<file path="src/gsmd_pkg.sv">
// ----------------------------------------------------------------------------
// gsmd_pkg: shared types and constants for the gyro step and motion detector
// Sample and result transaction layouts, register indexes, reset values,
// classification limits and activity codes.
// ----------------------------------------------------------------------------
`default_nettype none

package gsmd_pkg;

  // Register file layout
  localparam int CFG_ADDR_W = 2;
  localparam int CFG_DATA_W = 16;

  localparam logic [CFG_ADDR_W-1:0] REG_THRESHOLD_Y    = 2'd0;
  localparam logic [CFG_ADDR_W-1:0] REG_THRESHOLD_Z    = 2'd1;
  localparam logic [CFG_ADDR_W-1:0] REG_WINDOW_SAMPLES = 2'd2;

  // Reset values: 100 deg/s at 16.4 LSB per deg/s, 4000-sample window
  localparam logic signed [15:0] THRESHOLD_RST = 16'sd1640;
  localparam logic [15:0]        WINDOW_RST    = 16'd4000;

  // Classification limits on step growth per window
  localparam logic [31:0] STOP_MAX  = 32'd3;
  localparam logic [31:0] WALK_STEP = 32'd4;

  // Activity codes
  localparam logic [1:0] ACT_STOP = 2'd0;
  localparam logic [1:0] ACT_WALK = 2'd1;
  localparam logic [1:0] ACT_RUN  = 2'd2;

  // Input sample
  typedef struct packed {
    logic signed [15:0] rate_y;
    logic signed [15:0] rate_z;
  } gsmd_in_t;

  // Result
  typedef struct packed {
    logic [31:0] step_total;
    logic [1:0]  activity;
    logic        window_end;
  } gsmd_out_t;

endpackage

`default_nettype wire

</file>
<file path="src/gyro_step_and_motion_detector_top.sv">
// ----------------------------------------------------------------------------
// gyro_step_and_motion_detector_top: gyro threshold-crossing step counter
// Counts rising threshold crossings on the Y and Z rate axes, reports half
// their sum as the step total and classifies each window as stop/walk/run.
// ----------------------------------------------------------------------------
// Usage:
//   in_*  : one Y/Z raw rate sample per transaction (valid/ready).
//   out_* : one result per sample, in order: step total, activity code and
//           a flag marking the sample that closed a classification window.
//   cfg_* : write-only register port (threshold_y, threshold_z,
//           window_samples); write only while the block is idle.
// Timing:
//   A sample is captured in an input register, then the edge detectors,
//   counters and window classifier update in one pass into the result
//   register, which drives out_valid. Throughput is one sample per cycle
//   while out_ready is high, set by that single update pass.
// Reset (rst_n low, synchronous): counters, armed flags and activity clear,
//   registers return to 1640 / 1640 / 4000, both pipeline slots empty.
// Stall: while out_ready is low the result holds; one more sample can wait
//   in the input register, after which in_ready drops.
// ----------------------------------------------------------------------------
`default_nettype none

module gyro_step_and_motion_detector_top (
  input  wire logic                                clk,
  input  wire logic                                rst_n,
  // Sample channel
  input  wire logic                                in_valid,
  output      logic                                in_ready,
  input  wire gsmd_pkg::gsmd_in_t                  in_data,
  // Result channel
  output      logic                                out_valid,
  input  wire logic                                out_ready,
  output      gsmd_pkg::gsmd_out_t                 out_data,
  // Configuration
  input  wire logic                                cfg_we,
  input  wire logic [gsmd_pkg::CFG_ADDR_W-1:0]     cfg_addr,
  input  wire logic [gsmd_pkg::CFG_DATA_W-1:0]     cfg_wdata
);
  import gsmd_pkg::*;

  // Configuration registers
  logic signed [15:0] threshold_y_r;
  logic signed [15:0] threshold_z_r;
  logic [15:0]        window_samples_r;

  // Pipeline slots
  logic      in_valid_r;
  gsmd_in_t  in_data_r;
  logic      out_valid_r;
  gsmd_out_t out_data_r;

  // Detector state
  logic        armed_y_r, armed_z_r;
  logic [31:0] steps_y_r, steps_z_r;
  logic [15:0] window_count_r;
  logic [31:0] steps_start_r;
  logic [1:0]  motion_state_r;

  // Next values
  logic        armed_y_nxt, armed_z_nxt;
  logic [31:0] steps_y_nxt, steps_z_nxt;
  logic [15:0] window_count_nxt;
  logic [15:0] count_inc;
  logic [32:0] step_sum;
  logic [31:0] total;
  logic [31:0] grow;
  logic [1:0]  motion_state_nxt;
  logic        win_end;
  logic        advance;

  // Handshake: result slot frees when empty or taken
  assign advance   = !out_valid_r || out_ready;
  assign in_ready  = !in_valid_r || advance;
  assign out_valid = out_valid_r;
  assign out_data  = out_data_r;

  // Write configuration registers
  always_ff @(posedge clk) begin
    if (!rst_n) begin
      threshold_y_r    <= THRESHOLD_RST;
      threshold_z_r    <= THRESHOLD_RST;
      window_samples_r <= WINDOW_RST;
    end else if (cfg_we) begin
      case (cfg_addr)
        REG_THRESHOLD_Y:    threshold_y_r    <= $signed(cfg_wdata);
        REG_THRESHOLD_Z:    threshold_z_r    <= $signed(cfg_wdata);
        REG_WINDOW_SAMPLES: window_samples_r <= cfg_wdata;
        default: ;
      endcase
    end
  end

  // Edge detectors, counters and window classifier
  always_comb begin
    armed_y_nxt = armed_y_r;
    steps_y_nxt = steps_y_r;
    if (in_data_r.rate_y >= threshold_y_r) begin
      if (!armed_y_r) begin
        steps_y_nxt = steps_y_r + 32'd1;
        armed_y_nxt = 1'b1;
      end
    end else begin
      armed_y_nxt = 1'b0;
    end

    armed_z_nxt = armed_z_r;
    steps_z_nxt = steps_z_r;
    if (in_data_r.rate_z >= threshold_z_r) begin
      if (!armed_z_r) begin
        steps_z_nxt = steps_z_r + 32'd1;
        armed_z_nxt = 1'b1;
      end
    end else begin
      armed_z_nxt = 1'b0;
    end

    step_sum = {1'b0, steps_y_nxt} + {1'b0, steps_z_nxt};
    total    = step_sum[32:1];
    grow     = total - steps_start_r;

    count_inc        = window_count_r + 16'd1;
    win_end          = (count_inc >= window_samples_r);
    window_count_nxt = win_end ? 16'd0 : count_inc;

    motion_state_nxt = motion_state_r;
    if (win_end) begin
      if (grow <= STOP_MAX) begin
        motion_state_nxt = ACT_STOP;
      end else if (grow == WALK_STEP) begin
        motion_state_nxt = ACT_WALK;
      end else begin
        motion_state_nxt = ACT_RUN;
      end
    end
  end

  // Advance the pipeline and commit detector state
  always_ff @(posedge clk) begin
    if (!rst_n) begin
      in_valid_r     <= 1'b0;
      out_valid_r    <= 1'b0;
      armed_y_r      <= 1'b0;
      armed_z_r      <= 1'b0;
      steps_y_r      <= '0;
      steps_z_r      <= '0;
      window_count_r <= '0;
      steps_start_r  <= '0;
      motion_state_r <= ACT_STOP;
    end else begin
      if (in_ready) begin
        in_valid_r <= in_valid;
      end
      if (advance) begin
        out_valid_r <= in_valid_r;
        if (in_valid_r) begin
          armed_y_r      <= armed_y_nxt;
          armed_z_r      <= armed_z_nxt;
          steps_y_r      <= steps_y_nxt;
          steps_z_r      <= steps_z_nxt;
          window_count_r <= window_count_nxt;
          motion_state_r <= motion_state_nxt;
          if (win_end) begin
            steps_start_r <= total;
          end
        end
      end
    end
  end

  // Payload registers
  always_ff @(posedge clk) begin
    if (in_ready && in_valid) begin
      in_data_r <= in_data;
    end
    if (advance && in_valid_r) begin
      out_data_r.step_total <= total;
      out_data_r.activity   <= motion_state_nxt;
      out_data_r.window_end <= win_end;
    end
  end

endmodule

`default_nettype wire

</file>
<file path="config.mk">
export PLATFORM = sky130hd
export DESIGN_NAME = gyro_step_and_motion_detector_top
export DESIGN_NICKNAME = d
export VERILOG_FILES = /design/src/gsmd_pkg.sv /design/src/gyro_step_and_motion_detector_top.sv
export SDC_FILE = /design/constraint.sdc
export NUM_CORES = 1
export LEC_CHECK = 0
export BUFFER_PORTS_ARGS = -buffer_cell sky130_fd_sc_hd__buf_4
export CAP_MARGIN = 20
export CORE_MARGIN = 8
export CORE_UTILIZATION = 50
export DETAILED_ROUTE_END_ITERATION = 10
export PLACE_DENSITY = 0.68
export SETUP_SLACK_MARGIN = 0.02
export SKIP_CTS_REPAIR_TIMING = 1
export SLEW_MARGIN = 20
export SYNTH_ARGS = -nofsm -noshare
export SYNTH_HDL_FRONTEND = slang
export SYNTH_SLANG_ARGS = --single-unit
</file>
<file path="constraint.sdc">
create_clock -name clk -period 8.1 [get_ports clk]
set_input_delay 1.215 -clock clk [delete_from_list [all_inputs] [get_ports clk]]
set_output_delay 1.215 -clock clk [all_outputs]
set_load 0.03 [all_outputs]
</file>
==> impl_metrics.yaml <==
worst_setup_path:
  arrival_ns: 8.00
  critPathTopFamily: "simple AND/OR/NAND/NOR gates"
  reg2reg_from: "in_data_r[12]$_DFFE_PP_"
  regToRegEndpoint: "out_data[2]$_DFFE_PP_"
  path_buf_inv: 3
  rrSetupSlack_ns: 0.37
  critPathKind: "register to register"
  crit_slowest_cell: "or4_1"
  crit_path_max_incr_delay_ns: 0.60
  start_kind: "register"
  worstPathRequired_ns: 8.38
  cp-end-kind: "register"
  cp_max_fo: 9
  r2r.worst_path.cells: 33
pwr:
  p_leak_nw: 7.27
  p_total_mw: 2.67
  power_density_mw_per_mm2: 156
  vdd_ir_drop_max_mv: 0.170
grt:
  grt_max_degree: 89
  grt_usage: 0.204
  grt_pass1_wl_um: 60700
  globalRoute.totalOverflow: 0
  grt_pass1_vias: 12100
  antenna_found_initial: 0
timing:
  slew-limit-headroom: 0.349
  maxSlewViolCount: 0
  tightest_slew_ns: 0.976
  finalSetupViolCount: 0
  post-route-period-util: 0.954
  tns_ns: 0
  setup_slack_ns: 0.373
  period_needed_ns: 7.73
  rsz0062_at_grt: "true"
  whs_ns: 0.451
  fmax_mhz: 129
  hold_violations: 0
  skew_ns: 0.0116
floorplanning:
  core_area_mm2: 0.0293
  ios: 92
  dieArea_mm2: 0.0352
  fp-row-count: 63
  initial_core_util: 0.502
  die_w_um: 188
  die_h_um: 188
clock_tree:
  cts_tree: "built"
  cts-buffers-inserted: 26
  clkLatencyLatePin_ns: 0.54
  htreeDepth: 1
  clkSlewWorstSetupHoldPaths_ns: 0.06
  cts.sinks: 233
  ctsLongestPathBuffers: 3
  cts-root-buf: "clkbuf_16"
synth:
  synthesis.instances: 1764
  netlist.area_leader.share: 0.226
  yosysSeqAreaShare: 0.363
  synth_top_family_by_area: "simple AND/OR/NAND/NOR gates"
  synth-edff-count: 67
  synth_area_per_cell_um2: 8.34
  netlist_area_mm2: 0.0147
  synth_top_area_cell: "dfxtp_1"
  yosys-top-cells-area: "dfxtp_1, edfxtp_1, ha_1, nand2_1, a21oi_1"
  yosys.area_share.xor_xnor: 0.0940
  yosysWarnings: 0
  synth_seq_cells: 233
  synth_compound_area_frac: 0.172
  ys_types: 83
  synth_mux_area_frac: 0.00646
  synth-simple-area-share: 0.219
  synth_fp_nets: 1934
  synthAdderAreaFrac: 0.0988
  ys_async_sr_fraction: 0
  synthFlopType: "dfxtp_1"
cells_and_area:
  drive_above_1_share: 0.144
  multi_input_area_mm2: 0.00900
  fillers: 2619
  register_area_mm2: 0.00534
  syn_to_final_growth_pct: 16.6
  fin_util: 0.585
  fin_nets: 2035
  finalNonFillerCells: 2275
  layout_common_cells: "nand2_1, dfxtp_1, a21oi_1, buf_4, nor2_1"
  fin_area_mm2: 0.0172
  final_common_cell: "nand2_1"
  n_antenna_cell: 0
hold_path:
  holdPathStages: 2
  hold_end: "window_samples_r[4]$_SDFFE_PN0P_"
  hp-start: "window_samples_r[4]$_SDFFE_PN0P_"
  hold_path_class: "register to register"
routing:
  wl_per_cell_um: 16.4
  drt-pass1-iter-count: 5
  drt_iter0_markers: 822
  drc: 0
  wl_um: 37400
  dr_total_vias: 12700
  detail_route.vias_per_cell: 5.56
  antenna_left: 0
placed_design:
  dp_cells: 2214
  io_buffer_count: 91
  routabilityCongestion: 0.920
  post_dp_cell_area_mm2: 0.0159
  preCtsSetupSlack_ns: 0.00514
  hpwl_um: 27600
job:
  maxCapViolations: 0
run_status:
  status: "finished, final reports clean"
sequential cells by signal, indices dropped and copies added, names as in the netlist:
register	flops
steps_start_r	32
threshold_y_r	16
out_data	35
armed_z_r	1
armed_y_r	1
window_samples_r	16
in_valid_r	1
window_count_r	16
steps_z_r	32
in_data_r	32
out_valid	1
steps_y_r	32
motion_state_r	2
threshold_z_r	16
report_power, final:
group	internal, mW	switching, mW	total, mW
sequential	1.23	0.0136	1.25
clock	0.648	0.480	1.13
combinational	0.121	0.177	0.298
total	2.00	0.671	2.67
Yosys cell counts, drive strengths merged, types with 25 or more instances:
library cell	count
nand3	43
a21o	41
clkbuf	66
xnor2	75
and3	28
nor3	39
nand4	32
dfxtp	166
inv	106
xor2	83
edfxtp	67
nor2	133
o21ai	70
or3	25
a21oi	167
ha	113
nand2	250
o211ai	27
per-layer routing:
layer | global-route usage | wire (um) | vias up
met5 | 0 | 0 | -
met4 | 0.0570 | 969 | 0
met3 | 0.0262 | 1910 | 63
met2 | 0.327 | 16600 | 274
met1 | 0.285 | 17900 | 5900
li1 | - | - | 6419
worst min-delay path, cell delays in order, from the launching register on:
cell     delay (ns)
dfxtp_1        0.30
nand2_1        0.05
a21oi_1        0.05
cell type report:
class                      instances  area share
timing repair buffer             147      0.0645
multi-input combinational       1351       0.525
inverter                         106      0.0233
clock buffer                      37      0.0438
sequential                       233       0.311
tap                              390      0.0284
clock inverter                    11     0.00438
logic make-up after synthesis:
logic type / Yosys count
simple gates: 663
compound gates: 406
flops: 233
buf+inv: 180
xor+xnor: 158
fa+ha+maj: 115
mux: 9
how the worst max path moves through the flow:
stage                             from                    end  slack, ns  cells after the start
4_1_cts        in_data_r[15]$_DFFE_PP_  out_data[2]$_DFFE_PP_      -0.03                     31
5_1_grt        in_data_r[14]$_DFFE_PP_  out_data[2]$_DFFE_PP_      -0.07                     32
6_report       in_data_r[12]$_DFFE_PP_  out_data[2]$_DFFE_PP_       0.37                     33
2_1_floorplan  in_data_r[30]$_DFFE_PP_  out_data[2]$_DFFE_PP_       0.68                     34
3_3_place_gp   in_data_r[31]$_DFFE_PP_  out_data[2]$_DFFE_PP_       0.11                     32
3_5_place_dp   in_data_r[15]$_DFFE_PP_  out_data[2]$_DFFE_PP_      0.005                     31
(Power assumes the default switching activity.)
